$ cat config.mk
export PLATFORM = sky130hd
export DESIGN_NAME = vrp_screen
export DESIGN_NICKNAME = d
export VERILOG_FILES = /design/src/hw/rtl/vrp_pkg.sv /design/src/hw/rtl/vrp_screen.sv
export SDC_FILE = /design/constraint.sdc
export NUM_CORES = 1
export LEC_CHECK = 0
export ABC_AREA = 1
export BUFFER_PORTS_ARGS = -buffer_cell sky130_fd_sc_hd__clkbuf_2
export CORE_UTILIZATION = 55
export CTS_CLUSTER_DIAMETER = 80
export DETAILED_ROUTE_END_ITERATION = 12
export GPL_ROUTABILITY_DRIVEN = 0
export PLACE_DENSITY = 0.73
export SYNTH_ARGS = -nofsm -noshare
export SYNTH_HDL_FRONTEND = slang
export SYNTH_SLANG_ARGS = --single-unit
$ cat constraint.sdc
create_clock -name clk -period 8.2 [get_ports clk]
set_input_delay 0.82 -clock clk [delete_from_list [all_inputs] [get_ports clk]]
set_output_delay 0.82 -clock clk [all_outputs]
set_load 0.05 [all_outputs]
$ cat src/hw/rtl/vrp_pkg.sv
`timescale 1ns / 1ps

package vrp_pkg;

    // Screen geometry
    localparam int SCREEN_WIDTH  = 1600;
    localparam int SCREEN_HEIGHT = 900;
    localparam int MIN_SIDE      = (SCREEN_HEIGHT < SCREEN_WIDTH) ? SCREEN_HEIGHT : SCREEN_WIDTH;
    localparam int SIDE_W        = $clog2(4096 + 1);

    // Field widths
    localparam int IN_W   = 32;
    localparam int COEF_W = 16;
    localparam int FRAC_W = 16;
    localparam int RND_SH = 14;

    // Rotation about X
    localparam int P1_W   = IN_W + COEF_W;
    localparam int SUM1_W = P1_W + 1;
    localparam int Y1_W   = SUM1_W - RND_SH;

    // Rotation about Y
    localparam int P2_W   = Y1_W + COEF_W;
    localparam int SUM2_W = P2_W + 1;
    localparam int X2_W   = SUM2_W - RND_SH;

    // Translation
    localparam int XT_W = X2_W + 1;
    localparam int YT_W = Y1_W + 1;
    localparam int ZT_W = X2_W + 1;

    // Division
    localparam int NUM_W  = XT_W + FRAC_W;
    localparam int DEN_W  = ZT_W;
    localparam int QB     = 41;
    localparam int TOP_W  = NUM_W - QB;
    localparam logic [QB-1:0] Q_LIMIT = {1'b1, {(QB - 1){1'b0}}};

    // Screen mapping
    localparam int QS_W  = QB + 1;
    localparam int PR_W  = QS_W + SIDE_W + 1;
    localparam int SCR_W = PR_W + 1;
    localparam logic signed [SCR_W-1:0] HALF_W_Q = SCR_W'(SCREEN_WIDTH * 32768);
    localparam logic signed [SCR_W-1:0] HALF_H_Q = SCR_W'(SCREEN_HEIGHT * 32768);
    localparam logic signed [SCR_W-1:0] SAT_HI = {{(SCR_W - 32){1'b0}}, 32'h7FFF_FFFF};
    localparam logic signed [SCR_W-1:0] SAT_LO = {{(SCR_W - 32){1'b1}}, 32'h8000_0000};

    // Configuration
    localparam int IDX_W = 3;

    typedef enum logic [IDX_W-1:0] {
        REG_PITCH_COS,
        REG_PITCH_SIN,
        REG_YAW_COS,
        REG_YAW_SIN,
        REG_TRANSLATE_X,
        REG_TRANSLATE_Y,
        REG_TRANSLATE_Z
    } vrp_reg_t;

    typedef struct packed {
        logic signed [COEF_W-1:0] pitch_cos;
        logic signed [COEF_W-1:0] pitch_sin;
        logic signed [COEF_W-1:0] yaw_cos;
        logic signed [COEF_W-1:0] yaw_sin;
        logic signed [IN_W-1:0]   translate_x;
        logic signed [IN_W-1:0]   translate_y;
        logic signed [IN_W-1:0]   translate_z;
    } vrp_cfg_t;

    // Rotate/translate to divider
    typedef struct packed {
        logic [NUM_W-1:0] nx;
        logic [NUM_W-1:0] ny;
        logic [DEN_W-1:0] d;
        logic             negx;
        logic             negy;
        logic             grd;
    } vrp_div_in_t;

    // Divider to screen mapping
    typedef struct packed {
        logic [QB-1:0] qx;
        logic [QB-1:0] qy;
        logic          ovfx;
        logic          ovfy;
        logic          negx;
        logic          negy;
        logic          grd;
    } vrp_div_out_t;

endpackage

$ cat src/hw/rtl/vrp_screen.sv
`timescale 1ns / 1ps

module vrp_screen (
    input  logic                  clk,
    input  logic                  rst_n,
    input  logic                  in_valid,
    output logic                  in_ready,
    input  vrp_pkg::vrp_div_out_t in_data,
    output logic                  out_valid,
    input  logic                  out_ready,
    output logic signed [31:0]    sx,
    output logic signed [31:0]    sy,
    output logic                  grd,
    output logic                  clip
);

    localparam int NS = 3;
    localparam logic signed [vrp_pkg::SIDE_W:0] SIDE_S = (vrp_pkg::SIDE_W + 1)'(vrp_pkg::MIN_SIDE);

    logic [NS-1:0] vld_reg;
    logic [NS:0]   rdy;
    logic [NS-1:0] up_vld;
    logic [NS-1:0] ld;

    assign rdy[NS] = out_ready;
    assign up_vld  = {vld_reg[NS-2:0], in_valid};

    genvar k;
    generate
        for (k = 0; k < NS; k++)
        begin : g_hs
            assign rdy[k] = !vld_reg[k] || rdy[k+1];
            assign ld[k]  = rdy[k] && up_vld[k];
        end
    endgenerate

    always_ff @(posedge clk or negedge rst_n)
    begin
        if (!rst_n)
        begin
            vld_reg <= '0;
        end
        else
        begin
            vld_reg <= (up_vld & rdy[NS-1:0]) | (vld_reg & ~rdy[NS-1:0]);
        end
    end

    assign in_ready  = rdy[0];
    assign out_valid = vld_reg[NS-1];

    // Stage 1: clamp quotient magnitude to 2^40, restore sign
    logic [vrp_pkg::QB-1:0]            magx, magy;
    logic signed [vrp_pkg::QS_W-1:0]   qsx_reg, qsy_reg;
    logic signed [vrp_pkg::QS_W-1:0]   qsx_next, qsy_next;
    logic                              g1_reg;

    always_comb
    begin
        magx     = (in_data.ovfx || in_data.qx > vrp_pkg::Q_LIMIT) ? vrp_pkg::Q_LIMIT : in_data.qx;
        magy     = (in_data.ovfy || in_data.qy > vrp_pkg::Q_LIMIT) ? vrp_pkg::Q_LIMIT : in_data.qy;
        qsx_next = in_data.negx ? -$signed({1'b0, magx}) : $signed({1'b0, magx});
        qsy_next = in_data.negy ? -$signed({1'b0, magy}) : $signed({1'b0, magy});
    end

    always_ff @(posedge clk)
    begin
        if (ld[0])
        begin
            qsx_reg <= qsx_next;
            qsy_reg <= qsy_next;
            g1_reg  <= in_data.grd;
        end
    end

    // Stage 2: scale by the shorter screen side
    logic signed [vrp_pkg::PR_W-1:0] px_reg, py_reg;
    logic                            g2_reg;

    always_ff @(posedge clk)
    begin
        if (ld[1])
        begin
            px_reg <= qsx_reg * SIDE_S;
            py_reg <= qsy_reg * SIDE_S;
            g2_reg <= g1_reg;
        end
    end

    // Stage 3: center and saturate; this is the output register
    logic signed [vrp_pkg::SCR_W-1:0] fx, fy;
    logic                             hix, lox, hiy, loy;
    logic signed [31:0]               sx_reg, sy_reg, sx_next, sy_next;
    logic                             grd_reg, clip_reg;

    always_comb
    begin
        fx      = px_reg + vrp_pkg::HALF_W_Q;
        fy      = vrp_pkg::HALF_H_Q - py_reg;
        hix     = fx > vrp_pkg::SAT_HI;
        lox     = fx < vrp_pkg::SAT_LO;
        hiy     = fy > vrp_pkg::SAT_HI;
        loy     = fy < vrp_pkg::SAT_LO;
        sx_next = hix ? vrp_pkg::SAT_HI[31:0] : (lox ? vrp_pkg::SAT_LO[31:0] : fx[31:0]);
        sy_next = hiy ? vrp_pkg::SAT_HI[31:0] : (loy ? vrp_pkg::SAT_LO[31:0] : fy[31:0]);
    end

    always_ff @(posedge clk)
    begin
        if (ld[2])
        begin
            sx_reg   <= sx_next;
            sy_reg   <= sy_next;
            grd_reg  <= g2_reg;
            clip_reg <= hix || lox || hiy || loy;
        end
    end

    assign sx   = sx_reg;
    assign sy   = sy_reg;
    assign grd  = grd_reg;
    assign clip = clip_reg;

endmodule

## Word-level counts from Yosys, hierarchy flattened

Cells that the tools add are included.

| cells by class | value |
|---|---|
| bitwise operators | 4 |
| reduce and logical (&&, ||, !) cells | 14 |
| multiply operators | 2 |
| $add $sub $neg | 4 |
| muxes and demuxes | 6 |
| order comparisons | 6 |

Operators with widths:

| operator | count |
|---|---|
| $mux W41 | 4 |
| $gt A57 B32 Y1 const B | 2 |
| $lt A57 B32 Y1 const B | 2 |
| $mul A42 B9 Y51 const B | 2 |
| $neg A41 Y42 | 2 |
| $gt A41 B41 Y1 const B | 2 |
| $mux W32 | 2 |
| $add A53 B27 Y54 const B | 1 |
| $sub A26 B53 Y54 const A | 1 |
| $logic_or A1 B1 Y1 | 8 |
| $and A3 B3 Y3 | 2 |
| $logic_and A1 B1 Y1 | 3 |
| $logic_not A1 Y1 | 3 |
| $not A3 Y3 | 1 |
| $or A3 B3 Y3 | 1 |

| word-level totals | value |
|---|---|
| bits in registers | 257 |
| output and inout port bits | 68 |
| word-level logic and storage cells | 49 |
| input bits | 91 |

## Depth between registers and ports, before layout

Gate-level depths: netlist (run 1).

| logic depth | value |
|---|---|
| depth in word-level cells | 7 |
| mapped depth | 21 |
| depth with buffers taken out | 20 |

## Least setup slack after synthesis (run 1)

OpenSTA, ideal clock, no wires.

| path | value |
|---|---|
| kind | input port to flip-flop |
| start point | input port out_ready |
| end point | register clip_reg, in the netlist clip, enable pin |
| required time | 7.693 ns |
| arrival | 3.952 ns |
| cell stages on the path | 2 |
| path slack | 3.741 ns |
| path buffers | 0 |
| setup time | 0.507 ns |
| path through | inv_1 > a21oi_1 |

| between the ends | value |
|---|---|
| word-level cells in the longest chain between the ends | 2 |

RTL lines:

| item | RTL line | text |
|---|---|---|
| from (decl) | vrp_screen.sv:10 | `input logic out_ready,` |
| $logic_or A1 B1 Y1 | vrp_screen.sv:32 | `assign rdy[k] = !vld_reg[k] \|\| rdy[k+1];` |
| $logic_and A1 B1 Y1 | vrp_screen.sv:33 | `assign ld[k] = rdy[k] && up_vld[k];` |
| net ld[2] | vrp_screen.sv:23 | `logic [NS-1:0] ld;` |
| to (signal assigned) | vrp_screen.sv:115 | `clip_reg <= hix \|\| lox \|\| hiy \|\| loy;` |
| to (decl) | vrp_screen.sv:94 | `logic grd_reg, clip_reg;` |

The timed path passes the listed nets, and every way through them passes these cells.
A chain may end at the register's enable or synchronous reset.

## Final worst setup path (run 1)

| path | value |
|---|---|
| start point | register qsy_reg[2] (netlist name) |
| end point | register py_reg[35] (netlist name), data pin |

| between the ends | value |
|---|---|
| word-level cells in the longest chain between the ends | 1 |

RTL lines:

| item | RTL line | text |
|---|---|---|
| from (decl) | vrp_screen.sv:54 | `logic signed [vrp_pkg::QS_W-1:0] qsx_reg, qsy_reg;` |
| from (signal assigned) | vrp_screen.sv:71 | `qsy_reg <= qsy_next;` |
| $mul A42 B9 Y51 | vrp_screen.sv:85 | `py_reg <= qsy_reg * SIDE_S;` |
| to (signal assigned) | vrp_screen.sv:85 |  |
| to (decl) | vrp_screen.sv:77 | `logic signed [vrp_pkg::PR_W-1:0] px_reg, py_reg;` |

Every way passes these cells.

==> results of run 1 <==
## how the worst max path moves through the flow
stage / startpoint / endpoint / slack [ps] / cells after the start
floorplan: out_ready / clip / 3740 / 2
global placement: in_data[79] / qsx_reg[40] / 3740 / 20
detailed placement: in_data[79] / qsx_reg[40] / 3690 / 20
CTS: qsy_reg[2] / py_reg[35] / 3690 / 16
global route: qsy_reg[2] / py_reg[35] / 3460 / 16
finish: qsy_reg[2] / py_reg[35] / 3660 / 16
## placed cells by master (no fill, tap or decap), types with 6 or more instances in the layout
cell type	netlist	final
nand3_1	179	179
nor3_1	22	22
o21ai_0	114	114
edfxtp_1	252	252
nand2_1	816	814
nand4_1	51	51
xnor2_1	54	54
a31oi_1	19	19
xor2_1	138	138
a21boi_0	7	7
ha_1	276	276
clkbuf_2	0	158
a21oi_1	123	122
nor2_2	16	16
o21ai_1	11	11
o41ai_1	27	27
fa_1	154	154
inv_2	9	9
nor2_1	420	420
inv_1	302	300
o21bai_1	12	12
clkbuf_16	0	27
clkinv_2	0	6
clkinv_1	3	11
or2_2	8	8
a21o_1	20	20
nand2_2	21	23
o31ai_1	12	12
nand3b_1	11	11
## cell families (layout without fill, tap and decap cells)
| kind of cell | count (synthesis) | in the layout |
|---|---|---|
| flip-flops | 255 | 255 |
| XOR/XNOR | 192 | 192 |
| buffers and inverters | 354 | 527 |
| AND/OR/NAND/NOR | 1571 | 1571 |
| adder cells (fa/ha/maj) | 430 | 430 |
| AO/OA/AOI/OAI | 363 | 363 |
## layout make-up
type,instances,area share [%]
multi-input cells,2556,60.1
flip-flops and latches,255,27.1
inverters,315,4.22
repair buffers,162,2.91
well taps,607,2.70
clock buffers,29,2.43
clock inverters,21,0.524
## Yosys cell counts, types with 27 or more instances
library cell / n / share of area [%]
nor2_1: 420 / 6.1
fa_1: 154 / 12
o21ai_0: 114 / 2.2
xor2_1: 138 / 4.7
a21oi_1: 123 / 2.4
o41ai_1: 27 / 0.91
inv_1: 302 / 4.4
nand2_1: 816 / 12
xnor2_1: 54 / 1.8
nand4_1: 51 / 1.2
nand3_1: 179 / 3.4
ha_1: 276 / 13
edfxtp_1: 252 / 29
## report_power, final
group,switching (uW),internal [uW]
Clock,511,639
Sequential,393,2350
Combinational,5430,2800
## metal layers
| layer | wire length (um) | vias up | GRT usage [%] |
|---|---|---|---|
| met1 | 29900 | 10200 | 39.2 |
| met5 | 0 | - | 0 |
| met3 | 4210 | 118 | 2.22 |
| met4 | 1450 | 0 | 6.48 |
| met2 | 27100 | 865 | 39.5 |
| li1 | - | 10900 | - |
## worst max-delay path, stage by stage, from the launching register on
cell and delay [ps]:
edfxtp_1 470, ha_1 360, xor2_1 190, ha_1 280
fa_1 490, ha_1 360, fa_1 530, nand3_1 110
nand2_1 70, a21boi_0 360, inv_1 150, nand2_1 90
nand2_1 90, a21oi_1 220, o21ai_0 170, a21oi_1 230
xnor2_1 90
## stage by stage
stage | cell area, sq um | setup slack (ps)
2_1_floorplan | 26000 | 3740
3_3_place_gp | 27300 | 3740
3_5_place_dp | 27300 | 3690
4_1_cts | 28200 | 3690
5_1_grt | 28200 | 3460
6_report | 28200 | 3660
==> impl_metrics.tcl, run 1 <==
set metrics [dict create \
    reg2reg_to "py_reg[35]" \
    drc 0 \
    fmax_mhz 220 \
    grt-ovfl-total 0 \
    pin_count 159 \
    cts_tree "done" \
    max_cap_viol_count 0 \
    critPathCaptureType "flop" \
    finClkSkew_ps 13.2 \
    synth_xor_area_share_pct 6.47 \
    setup_violations 0 \
    p_leak_uw 0.0129 \
    power_uw 12100 \
    synthMuxAreaShare_pct 0 \
    vdd_drop_max_v 0.000219 \
    nNetsFinal 3838 \
    r2r-start "qsy_reg[2]" \
    holdWs_ps 37.5 \
    drv_slew 0 \
    diodes 0 \
    synth_edf_count 252 \
    start_util_pct 55.8 \
    crit_type "flop to flop" \
    post-cts-setup-buffers 0 \
    rsz0062_at_grt "false" \
    yosysWarningCount 0 \
    drtAntennaViolNets 0 \
    grt_pass1_wl_um 101000 \
    antenna_found_initial 0 \
    port-buffer-count 158 \
    synthFlopType "edfxtp_1" \
    async_flop_share_pct 1.18 \
    track_usage_pct 25.8 \
    critical_path_arrival_ps 4840 \
    grt_max_degree 86 \
    netlist_instances 3165 \
    finalCoreUtilization_pct 60.5 \
    initialDrtViolationCount 1942 \
    final_cells 3945 \
    root_buffer "clkbuf_16" \
    rows 79 \
    firstDrtPassIters 6 \
    hold_path_class "primary input to asynchronous set/reset pin" \
    fp.coreArea_sq_um 46600 \
    cts_hold_buffers 0 \
    synth_compound_area_share_pct 8.16 \
    fill_cells 4093 \
    clock-sinks 255 \
    vias 22000 \
    hold_viol_final 0 \
    die_w_um 219 \
    synth_top_family_by_area "simple AND/OR/NAND/NOR gates" \
    drive_gt1_share_pct 8.33 \
    post_drt_wl_per_cell_um 15.9 \
    reg2reg_slack_ps 3660 \
    h-tree-depth 1 \
    syn_area_per_cell_sq_um 8.21 \
    setup_tns_ps 0 \
    status "finished, final reports clean" \
    wl_um 62700 \
    cp_max_fo 4 \
    place_inst 3895 \
    synthSimpleGateAreaFrac_pct 25.3 \
    synthAdderAreaFrac_pct 25.1 \
    die_height_um 219 \
    cts_max_path_buffers 3 \
    cts_resized 0 \
    syn_area_sq_um 26000 \
    finalCritPeriodShare_pct 55.3 \
    grt_pass1_vias 20500 \
    viasPerCell 5.58 \
    regArea_sq_um 7640 \
    clock_latency_ps 560 \
    hpwl_um 52100 \
    clk_pin_slew_ps 60 \
    synth_cell_types 53 \
    min_period_ps 4540 \
    syn_to_final_growth_pct 8.39 \
    cellPowerDensity_nw_per_um2 430 \
    synth_nets 3686 \
    crit_path_start_kind "flop" \
    synth.yosys.seq_area_share_pct 29.4 \
    relSlewSlack_pct 24.3 \
    r2r_cells 16 \
    die_area_sq_um 48100 \
    numCtsBuffers 27 \
    multi_input_area_sq_um 16900 \
    ys_ff_latch 255 \
    worst_pin_slew_ps 1140 \
    cp.required_ps 8500 \
]
(Power assumes the default switching activity.)
==> run 2: changes to the inputs <==
clock period = 4.37 ns   (was 8.2 ns; I/O delays follow)
==> run 2 against run 1 <==
Net effect: clock-buffer cell count increased by 6; final cell count increased by 1.2%; via count increased by 0.74%; power increased by 92%; routed wire length increased by 0.66%; hold slack improved by 19 ps; critical endpoint unchanged.
==> impl_metrics.tcl, run 2 (synthesis results as in run 1) <==
set metrics [dict create \
    status "finished, final reports clean" \
    cts_max_path_buffers 3 \
    whs_path_depth 1 \
    antenna_found_initial 2 \
    fill_cells 4048 \
    nNetsFinal 3887 \
    post_drt_wl_per_cell_um 15.8 \
    crit_type "flop to flop" \
    crit_chain "ha_1, fa_1, fa_1, ha_1, ha_1, a21oi_1, nand2_1, a21boi_0, buf_4, inv_1, nand2_1, nand2_1, a21oi_2, o21ai_0, a21oi_1, xnor2_1" \
    track_usage_pct 25.9 \
    port-buffer-count 158 \
    crit_path_start_kind "flop" \
    drc 0 \
    firstDrtPassIters 8 \
    fmax_mhz 237 \
    numCtsBuffers 27 \
    setup_slack_ps 157 \
    pin_count 159 \
    die_w_um 219 \
    vdd_drop_max_v 0.000452 \
    setup_violations 0 \
    setup_tns_ps 0 \
    final_common_cell "nand2_1" \
    grt-ovfl-total 0 \
    wl_um 63100 \
    grt_pass1_vias 20700 \
    drive_gt1_share_pct 9.87 \
    final_cell_mix "814 x nand2_1, 419 x nor2_1, 300 x inv_1" \
    reg2reg_slack_ps 160 \
    syn_to_final_growth_pct 10.2 \
    p_leak_uw 0.0132 \
    hold_path_class "primary input to flop" \
    rows 79 \
    cp.required_ps 4670 \
    r2r-start "qsy_reg[3]" \
    die_height_um 219 \
    finalCritPeriodShare_pct 96.4 \
    fp.coreArea_sq_um 46600 \
    grt_max_degree 104 \
    hold_viol_final 0 \
    cellPowerDensity_nw_per_um2 811 \
    finClkSkew_ps 7.27 \
    holdCritStartpoint "in_data[0]" \
    holdPathEnd "g1_reg" \
    clock_latency_ps 570 \
    diodes 0 \
    initialDrtViolationCount 2051 \
    critPathCaptureType "flop" \
    reg2reg_to "py_reg[35]" \
    start_util_pct 55.8 \
    holdWs_ps 56.1 \
    die_area_sq_um 48100 \
    cp_slowest_cell "fa_1" \
    cts_tree "done" \
    clk_pin_slew_ps 60 \
    grt_pass1_wl_um 102000 \
    cpPeakStageDelay_ps 540 \
    drv_slew 0 \
    min_period_ps 4210 \
    rsz0062_at_grt "false" \
    cp_max_fo 5 \
    critical_path_arrival_ps 4510 \
    viasPerCell 5.56 \
    relSlewSlack_pct 30.4 \
    pre_cts_slack_ps 4.74 \
    power_uw 23200 \
    root_buffer "clkbuf_16" \
    r2r_cells 16 \
    max_cap_viol_count 0 \
    hpwl_um 52500 \
    clock-sinks 255 \
    drtAntennaViolNets 0 \
    h-tree-depth 1 \
    worst_pin_slew_ps 1040 \
    vias 22200 \
]
==> run 2: changes by cell type in the layout (fill, tap and decap cells not counted), sizes merged <==
cell,change
buf,+48
clkbuf,+6
clkinv,-6
inv,-3
bufinv,+2
clkinvlp,-1
dlygate4sd3,+1
==> run 2: final cells by class <==
cell class,instances,area [sq um],share of cell area [%]
inverter,315,1190,4.15
multi-input combinational,2556,17000,59.3
clock inverter,13,153,0.533
clock buffer,35,706,2.46
timing repair buffer,211,1200,4.20
tap,607,759,2.65
sequential,255,7640,26.7
==> run 2: repair_timing <==
item,in CTS,in global routing
endpoints found under the setup margin,0,17
hold buffers,1,0
gates resized for setup,0,17
setup buffers,0,17
hold endpoints to repair,3,0
==> run 2: worst max-delay path by stage <==
stage | end | startpoint | slack, ps
after floorplan | clip | flop | 80
after global placement | px_reg[51] | qsx_reg[33] | 140
after detailed placement | py_reg[36] | qsy_reg[2] | 5
after CTS | py_reg[36] | qsy_reg[2] | 10
after global routing | py_reg[42] | qsy_reg[6] | 1
final | py_reg[35] | qsy_reg[3] | 160
==> run 2: layer usage <==
metal  global-route usage [%]  wire (um)  vias to the layer above
met5                        0          0                        -
met4                     7.25       1580                        0
met3                     2.20       4560                      127
met2                     39.2      27300                      921
met1                     39.5      29600                    10200
li1                         -          -                    11000
==> run 2: report_power, final <==
group          switching [uW]  internal (uW)
Combinational           10400           5440
Sequential                710           4400
Clock                     932           1310
==> run 2: worst max-delay path: cells and delay by family (launching register included) <==
| family | cells | cell delay (ps) |
|---|---|---|
| xor gates and xnor gates | 1 | 110 |
| adders and majority gates | 5 | 1980 |
| DFF | 1 | 440 |
| buffers and inverters | 2 | 230 |
| and+or+nand+nor | 3 | 270 |
| AOI/OAI and AO/OA | 5 | 910 |
==> run 2: per-stage QoR <==
stage	cells	area [sq um]	utilization, %
after floorplan	3165	26000	-
after CTS	3975	28500	61.1
final	3992	28600	61.5
after detailed placement	3926	27600	59.3
after global routing	3992	28600	61.5
after global placement	3926	27600	59.3
